File: config.mk
export PLATFORM = sky130hd
export DESIGN_NAME = rhsq_ram
export DESIGN_NICKNAME = d
export VERILOG_FILES = /design/src/rtl/rhsq_ram.sv
export SDC_FILE = /design/constraint.sdc
export NUM_CORES = 1
export LEC_CHECK = 0
export BUFFER_PORTS_ARGS = -buffer_cell sky130_fd_sc_hd__buf_4
export CORE_MARGIN = 4
export CORE_UTILIZATION = 60
export DETAILED_ROUTE_END_ITERATION = 8
export MAX_ROUTING_LAYER = met4
export PLACE_DENSITY = 0.78
export SYNTH_ARGS = -nofsm -noshare
export SYNTH_HDL_FRONTEND = slang
export SYNTH_SLANG_ARGS = --single-unit
File: constraint.sdc
create_clock -name i_clk -period 4.3 [get_ports i_clk]
set_input_delay 1.075 -clock i_clk [delete_from_list [all_inputs] [get_ports i_clk]]
set_output_delay 1.075 -clock i_clk [all_outputs]
set_load 0.005 [all_outputs]
File: src/rtl/rhsq_ram.sv
// Simple dual-port synchronous RAM with registered read data.
`default_nettype none
module rhsq_ram #(
    parameter int WIDTH = 8,
    parameter int DEPTH = 16,
    parameter int AW    = $clog2(DEPTH)
) (
    input  wire logic             i_clk,
    input  wire logic             i_we,
    input  wire logic [AW-1:0]    i_waddr,
    input  wire logic [WIDTH-1:0] i_wdata,
    input  wire logic [AW-1:0]    i_raddr,
    output logic      [WIDTH-1:0] o_rdata
);
    logic [WIDTH-1:0] r_mem [DEPTH];

    always_ff @(posedge i_clk) begin
        if (i_we) begin
            r_mem[i_waddr] <= i_wdata;
        end
    end

    always_ff @(posedge i_clk) begin
        o_rdata <= r_mem[i_raddr];
    end
endmodule
`default_nettype wire

==> results.cfg <==
[place]
gpl.final_weighted_congestion = 0.751
port-buffer-count = 25
detailed_place_hpwl_mm = 5.94
place.detailed.instances = 352

[hold_path]
timing.hold.worst.class = reg2reg
min_delay_path_depth = 3

[clock_tree]
cts.clk_slew.worst_paths_ns = 0.06
cts-buffers-inserted = 17
cts_post_setup_buffers_inserted = 0
post_cts_hold_buffer_count = 0
cts_root_buffer = clkbuf_8
cts.htree.levels = 4
resized_cells_post_cts = 0
clk_path_buf_depth = 2
clock_sinks = 136
clock_tree_from_tritoncts = built
worst_skew_pair.late_latency_ns = 0.51

[synth]
syn-cell-area_um2 = 5150
yosysSeqAreaShare = 0.778
post_synth_main_area_contributors = edfxtp_1 (75%), mux4_2 (7.9%), mux4_1 (7.1%), dfxtp_1 (3.1%), a22oi_1 (2.3%)
ys_seq_elements = 136
synth_cell_types = 19
synth.net_count = 247
post_synth.cell_area_avg_um2 = 22.5
yosysTopAreaCellShare = 0.747
synth-warning-count = 0
synthCells = 229
yosysTopAreaCell = edfxtp_1

[worst_setup_path]
timing.critical_path.slowest_cell_delay_ns = 0.99
critical_path_peak_fanout = 8
worstSetupPathType = in2reg
worst_ep_arrival_time_ns = 2.41
setup.worst_path.end_class = flip-flop
slowest_stage_cell_crit_path = nor3_1
path_cells = buf_4 -> nand3b_1 -> nor3_1
reg2regPathDepth = 3
worst-endpoint-required_ns = 4.42
worst_setup_path_start_kind = primary input

[timing]
timing.max_slew.rel_slack = 0.148
final.setup_skew_ns = 0.00883
fmax_mhz = 436
fin_crit_ns = 2.30
timing.setup.tns_ns = 0
timing.final.setup_violations = 0
grt_setup_unrepaired = false
slew_worst_pin_ns = 1.27
finalHoldViolations = 0
final.period_utilization = 0.534
finalMaxSlewViolations = 0

[routing]
drc = 0
via_count = 2457
drt_wl_total_mm = 10.5
antenna_left = 0
first_pass_iters = 4
routed_wire_length_per_instance_um = 27.4
routed_via_density = 6.40
first_iter_violations = 224

[die]
floorplan.die.height_um = 101
die-width_um = 101
std_cell_core_area_um2 = 8300
row_count = 33
io_pins = 26
floorplan.die_area_um2 = 10100
initial_utilization = 0.620

[power]
maximum_ir_drop_on_the_vdd_rail_v = 0.000386
power_density_nw_per_um2 = 500
p_leak_nw = 2.00

[finish]
post_layout_nonfiller_instances = 384
syn2layout_area_growth_pct = 15.8
layout_cells_sized_above_1 = 0.262
antenna_cells = 0
layout.nets = 284

[global_route]
grt_overflow_total = 0
initial_antenna_violation_count = 0
grtUsageTotal = 0.238
use_met1 = 0.327
met3_track_demand_over_resource = 0.0796
grt_pass1_vias = 2479
global_route.peak_usage_layer = met2
grt_max_degree = 33
grtUsageMet2 = 0.344
grt_first_pass_wirelength_mm = 15.9

[status]
status = completed

[job]
cap_violations = 0
[stage by stage]
step | hold slack (ns) | power, mW | cell area (µm²) | util | setup slack (ns)
after floorplan | 0.629 | 1.59 | 5150 | - | 1.73
after global placement | 0.644 | 1.65 | 5400 | 0.651 | 1.52
after detailed placement | 0.656 | 1.66 | 5400 | 0.651 | 1.46
after CTS | 0.672 | 2.99 | 5960 | 0.718 | 1.99
after global routing | 0.720 | 3.08 | 5960 | 0.718 | 1.90
final | 0.670 | 2.98 | 5960 | 0.718 | 2.00
[placed cells by master, fill, tap and decap left out, drive strengths merged, types with 4 or more instances in the layout]
master / n
clkinv: 5
nor2: 13
buf: 28
mux4: 32
edfxtp: 128
nand2: 9
clkbuf: 23
a22oi: 16
dfxtp: 8
nor3: 4
[per-layer routing]
| layer | vias to the layer above | wire length [µm] |
|---|---|---|
| met2 | 144 | 5180 |
| met5 | - | 0 |
| met1 | 1256 | 4280 |
| met3 | 10 | 914 |
| li1 | 1047 | - |
| met4 | 0 | 160 |
[worst paths after layout]
kind                start     endpoint  slack, ns
max            i_waddr[2]  r_mem[8][3]       2.00
min          r_mem[12][2]   o_rdata[2]       0.67
max reg2reg  r_mem[11][6]   o_rdata[6]       2.82
min reg2reg  r_mem[12][2]   o_rdata[2]       0.67
[flip-flops by register name, indices dropped and copies added (netlist names)]
signal   flops
o_rdata      8
r_mem      128
[synth_stat cells]
cell	n
nor2_1	13
nand3b_1	2
mux4_2	18
buf_6	3
nand2b_1	2
nand3_1	1
or3b_2	1
nand2_1	9
edfxtp_1	128
and2b_1	1
buf_2	3
clkdlybuf4s25_2	3
and2_1	1
nor2b_1	1
mux4_1	14
nor3_1	4
dfxtp_1	8
buf_4	1
a22oi_1	16
[power by group]
group	total, mW	internal (mW)	switching [mW]
Clock	1.35	0.850	0.496
Combinational	0.141	0.0621	0.0787
Sequential	1.49	1.48	0.0112
[logic make-up (layout without fill, tap and decap cells)]
kind of cell	after synthesis	in the layout	synth area share
flip-flops	136	136	0.778
AND/OR/NAND/NOR	35	35	0.0318
multiplexers	32	32	0.150
AO/OA/AOI/OAI	16	16	0.0233
buffers and inverters	10	60	0.0168
[final cells by class]
type,count,area (µm²)
flip-flops and latches,136,4000
fillers,455,2340
multi-input cells,83,1060
clock buffers,23,457
repair buffers,28,210
well taps,105,131
clock inverters,9,101
[critical path: cells and delay by family]
kind | cells | cell delay, ns
buf+inv | 1 | 0.12
simple gates | 2 | 1.21
(Power assumes the default switching activity.)
