`config.mk`:
```
export PLATFORM = sky130hd
export DESIGN_NAME = rhsq_modmul
export DESIGN_NICKNAME = d
export VERILOG_FILES = /design/src/rtl/rhsq_pkg.sv /design/src/rtl/rhsq_modmul.sv
export SDC_FILE = /design/constraint.sdc
export NUM_CORES = 2
export LEC_CHECK = 0
export ABC_AREA = 0
export BUFFER_PORTS_ARGS = -buffer_cell sky130_fd_sc_hd__buf_2
export CORE_ASPECT_RATIO = 0.6
export CORE_MARGIN = 2
export CORE_UTILIZATION = 55
export DETAILED_ROUTE_END_ITERATION = 8
export HOLD_SLACK_MARGIN = 0.15
export PLACE_DENSITY = 0.78
export SLEW_MARGIN = 30
export SYNTH_ARGS = -nofsm -noshare
export SYNTH_HDL_FRONTEND = slang
export SYNTH_SLANG_ARGS = --single-unit
```
`constraint.sdc`:
```
create_clock -name i_clk -period 10.25 [get_ports i_clk]
set_input_delay 1.5375 -clock i_clk [delete_from_list [all_inputs] [get_ports i_clk]]
set_output_delay 1.5375 -clock i_clk [all_outputs]
set_load 0.01 [all_outputs]
```
`src/rtl/rhsq_pkg.sv`:
```
// Shared constants and codes for the rolling hash substring query core.
`default_nettype none
package rhsq_pkg;
    localparam int MAX_LEN = 4096;
    localparam int LEN_W   = $clog2(MAX_LEN + 1);
    localparam int IDX_W   = $clog2(MAX_LEN + 2);
    localparam int POS_W   = 13;
    localparam int VAL_W   = 31;
    localparam int LET_W   = 5;
    localparam int SYM_W   = 7;
    localparam int ACT_W   = 2;
    localparam int ENT_W   = LET_W + 2 * VAL_W;
    localparam int PROD_W  = 2 * VAL_W + 1;
    localparam int CNT_W   = $clog2(PROD_W + 1);

    localparam logic [ACT_W-1:0] ACT_LOAD = 2'd0;
    localparam logic [ACT_W-1:0] ACT_FWD  = 2'd1;
    localparam logic [ACT_W-1:0] ACT_BWD  = 2'd2;

    localparam logic STATUS_OK  = 1'b0;
    localparam logic STATUS_ERR = 1'b1;

    localparam logic REG_HASH_BASE = 1'b0;
    localparam logic REG_HASH_MOD  = 1'b1;

    localparam logic [VAL_W-1:0] BASE_RESET = 31'd31;
    localparam logic [VAL_W-1:0] MOD_RESET  = 31'd1000000007;
    localparam logic [VAL_W-1:0] MOD_MIN    = 31'd2;
endpackage
`default_nettype wire

```
`src/rtl/rhsq_modmul.sv`:
```
// Multi-cycle (a*b + c) mod m unit: one multiply, then bit-serial remainder.
`default_nettype none
module rhsq_modmul
    import rhsq_pkg::*;
(
    input  wire logic             i_clk,
    input  wire logic             i_rst_n,
    input  wire logic             i_start,
    input  wire logic [VAL_W-1:0] i_a,
    input  wire logic [VAL_W-1:0] i_b,
    input  wire logic [VAL_W-1:0] i_c,
    input  wire logic [VAL_W-1:0] i_m,
    output logic                  o_done,
    output logic      [VAL_W-1:0] o_result
);
    logic              r_busy, n_busy;
    logic [CNT_W-1:0]  r_cnt, n_cnt;
    logic [PROD_W-1:0] r_prod, n_prod;
    logic [VAL_W-1:0]  r_rem, n_rem;
    logic [VAL_W-1:0]  r_m, n_m;
    logic              r_done, n_done;
    logic [VAL_W:0]    trial;

    always_comb begin
        n_busy = r_busy;
        n_cnt  = r_cnt;
        n_prod = r_prod;
        n_rem  = r_rem;
        n_m    = r_m;
        n_done = 1'b0;
        trial  = {r_rem, r_prod[PROD_W-1]};
        if (i_start) begin
            n_busy = 1'b1;
            n_cnt  = CNT_W'(PROD_W);
            n_prod = PROD_W'(i_a) * PROD_W'(i_b) + PROD_W'(i_c);
            n_rem  = '0;
            n_m    = i_m;
        end else if (r_busy) begin
            // shift in one dividend bit, subtract the modulus when it fits
            if (trial >= {1'b0, r_m}) begin
                n_rem = VAL_W'(trial - {1'b0, r_m});
            end else begin
                n_rem = VAL_W'(trial);
            end
            n_prod = {r_prod[PROD_W-2:0], 1'b0};
            n_cnt  = r_cnt - 1'b1;
            if (r_cnt == CNT_W'(1)) begin
                n_busy = 1'b0;
                n_done = 1'b1;
            end
        end
    end

    always_ff @(posedge i_clk) begin
        if (!i_rst_n) begin
            r_busy <= 1'b0;
            r_done <= 1'b0;
            r_cnt  <= '0;
        end else begin
            r_busy <= n_busy;
            r_done <= n_done;
            r_cnt  <= n_cnt;
        end
        r_prod <= n_prod;
        r_rem  <= n_rem;
        r_m    <= n_m;
    end

    assign o_done   = r_done;
    assign o_result = r_rem;

    a_done_after_busy: assert property (@(posedge i_clk) disable iff (!i_rst_n)
        o_done |-> $past(r_busy)) else $error("done without a running operation");
    a_rem_below_mod: assert property (@(posedge i_clk) disable iff (!i_rst_n)
        o_done |-> (o_result < r_m)) else $error("remainder not reduced");
    a_cnt_idle: assert property (@(posedge i_clk) disable iff (!i_rst_n)
        !r_busy |-> (r_cnt == '0)) else $error("counter running while idle");
endmodule
`default_nettype wire

```
==> impl_results.md <==
* Gpl congestion at 0.9307
* Crit path kind: input port to register
* Mapped Area at 0.03889 sq mm
* Ports at 159
* Mapped Cells at 4091
* TritonCTS Buffers at 17
* Initial Utilization at 55.63%
* Pins Over Slew Limit at 0
* Hold_buf cts at 0
* Clock sink count at 133
* Main flop type after synthesis: edfxtp_1
* H-tree lvl count at 4
* Number of iterations in the first detailed-routing pass at 5
* Yosys warning count at 0
* Tmin final at 9.199 ns
* Max Clock Skew at 0.01419 ns
* Post-synth EDFFs at 94
* Final Non-Filler Cells at 5012
* Worst-Margin Slew at 0.9199 ns
* Final setup fails at 0
* Routed WL per cell at 20.38 microns
* Syn Nets at 5387
* Vias at 27870
* Flops & latches, synth at 133
* Clock buffer depth at 2
* Clk Latency, worst-skew pair at 0.42 ns
* Final TNS setup at 0 ns
* Total of max-cap violations at 0
* Cell variety after synth at 71
* Total track usage at 29.34%
* Initial DRC count at 2438
* Hold/Removal Path Class: register to register
* Root Buffer: clkbuf_16
* Final Net Count at 5367
* Final ANT Viol Nets at 0
* Reg area at 0.003605 sq mm
* Startpoint Class: input port
* Util after Layout at 58.41%
* Async SR Flop Fraction at 0%
* Hold depth at 2
* Period Utilization, post-route at 89.75%
* Die ar. at 0.07292 sq mm
* Drt total wl at 102200 microns
* Post-CTS resize count at 0
* Number of fill cells in the layout at 5907
* Placeable Area at 0.06991 sq mm
* Final HPWL DP at 84270 microns
* Site Rows at 75
* Area of the multi-input gates at 0.03133 sq mm
* Placed insts at 4976
* Mean Syn Cell Area at 9.506 sq um
* FF-to-FF path depth at 13
* Global route total overflow at 0
* Pin count of the biggest net entering global routing at 75
* CP Data Required Time at 10.42 ns
* Residual DRC at 0
* Vias in the first global route at 29580
* Die height at 210.0 microns
* Slew HR at 38.67%
* Synth-to-Final Area Change at 5.003%
* Fraction of layout cells with a size suffix above 1 at 7.591%
* Initial antenna violation count at 6
* Hold Slack at 0.5082 ns
* DIE WIDTH at 347.3 microns
* Clock Pin Slew Worst Setup and Hold Paths at 0.06 ns
* RSZ-0062 raised after global routing: no
* Final Hold Fails at 0
* First-pass GRT wire length at 165800 microns
* CP endpoint kind: register
* Data arrival, critical path at 9.37 ns
* # Post-CTS Setup Buffers at 0
* F_max at 108.7 MHz
* Seq/Total Area, Yosys at 9.266%
* Status: complete, no violations
* PortBufs at 158
* Worst Path Max Fanout at 31
* Vias per cell at 5.561
* CTS tree: done
-- per-stage QoR --
step	setup WS [ns]	cell area (sq um)
floorplan	1.620	38890
global placement	0.8346	40260
detailed placement	0.7291	40260
CTS	1.171	40830
global route	0.5949	40840
finish	1.051	40840
-- cell usage in the layout, fill, tap and decap left out, types with 4 or more instances in the layout --
cell type,netlist,routed
nand3_1,20,20
a21o_1,62,62
o211ai_1,5,5
diode_2,0,4
nand4_1,17,17
ha_1,300,300
a311oi_1,21,21
xnor2_1,50,50
or2_2,4,4
and3_1,11,11
a31oi_1,24,24
nand2_1,477,477
o21a_1,11,11
dfxtp_1,39,38
edfxtp_1,94,94
inv_6,0,5
xor2_1,42,42
buf_4,0,40
nor2b_1,12,12
clkbuf_16,0,17
nand2b_1,11,11
buf_2,2,157
o21ai_0,46,46
and2_1,588,588
nor2_1,71,71
o31ai_1,4,4
inv_1,819,819
nor3_1,14,14
fa_1,869,869
o21ai_1,4,4
o21bai_1,16,16
mux2_2,58,58
a211oi_1,5,5
a21oi_1,97,97
mux2i_1,4,4
-- metal layers --
metal  global-route usage (%)  part of all wire, %
met1                    44.14                   45
met2                    40.14                   40
met3                    11.97                   14
met4                    4.663                  1.4
met5                   0.8558                0.074
-- registers in the layout, indices dropped and copies added, names as in the netlist --
| name | cells |
|---|---|
| r_m | 31 |
| o_done | 1 |
| r_cnt | 6 |
| o_result | 31 |
| r_busy | 1 |
| r_prod | 63 |
-- Yosys cell counts, types with 3 or more instances --
cell type / n / area [sq um]
o211ai_1: 5 / 37.54
mux2i_1: 4 / 40.04
o21ai_1: 4 / 20.02
a21oi_1: 97 / 485.5
a21oi_2: 3 / 26.28
mux2_2: 58 / 653.1
a211oi_1: 5 / 37.54
nor2_1: 71 / 266.5
buf_1: 4 / 15.01
nand3b_1: 3 / 22.52
o21bai_1: 16 / 120.1
nand3_1: 20 / 100.1
nand2_1: 477 / 1790
fa_1: 869 / 17400
xnor2_1: 50 / 437.9
nor3_1: 14 / 70.07
a221oi_1: 3 / 26.28
nor3b_1: 3 / 22.52
and2_1: 588 / 3679
a311oi_1: 21 / 183.9
o31ai_1: 4 / 30.03
inv_1: 819 / 3074
edfxtp_1: 94 / 2823
dfxtp_1: 39 / 780.8
o21ai_0: 46 / 230.2
and3_1: 11 / 68.82
o21a_1: 11 / 82.58
a21o_1: 62 / 465.5
nand4_1: 17 / 106.4
o22ai_1: 3 / 18.77
clkbuf_1: 230 / 863.3
nor2b_1: 12 / 75.07
a21boi_0: 3 / 22.52
o221ai_1: 3 / 26.28
ha_1: 300 / 3754
a31oi_1: 24 / 150.1
or2_2: 4 / 25.02
nand2b_1: 11 / 68.82
or3_1: 3 / 18.77
xor2_1: 42 / 367.9
-- area by class of cell --
cell class,count,share of cell area [%]
clock buffers,18,1.051
well taps,924,2.831
diodes,4,0.02451
multi-input cells,2902,76.72
clock inverters,14,0.3462
repair buffers,197,2.659
inverters,820,7.537
flip-flops and latches,133,8.827
-- path summary, 6_finish.rpt --
path	start	to	slack, ns
max	i_a[10]	r_prod[55]	1.05
max reg2reg	r_prod[62]	o_result[21]	6.42
min	o_result[22]	o_result[23]	0.51
min reg2reg	o_result[22]	o_result[23]	0.51
-- worst max-delay path: stages --
cell	delay, ns
buf_2	0.61
and2_1	0.25
fa_1	0.44
fa_1	0.43
fa_1	0.54
inv_1	0.05
fa_1	0.47
inv_1	0.05
fa_1	0.49
inv_1	0.05
fa_1	0.54
inv_1	0.06
fa_1	0.50
fa_1	0.42
ha_1	0.39
nand4_1	0.20
nor3_1	0.22
o311ai_0	0.20
o21ai_0	0.14
o21a_1	0.23
a31oi_1	0.15
o31a_2	0.35
o31ai_1	0.46
a21oi_1	0.15
xnor2_1	0.15
mux2_2	0.27
-- cell families (layout without fill, tap and decap cells) --
logic type / Yosys count / count (layout) / share of synthesized area (%)
other cells: 0 / 4 / 0
flops: 133 / 133 / 9.266
fa+ha+maj: 1169 / 1169 / 54.38
mux: 62 / 62 / 1.782
buf+inv: 1056 / 1049 / 10.20
compound gates: 336 / 336 / 5.875
xor+xnor: 92 / 92 / 2.072
simple gates: 1243 / 1243 / 16.42
Power is not shown: default switching activity piles up to over one toggle a cycle in this logic, so the estimate is an artifact.
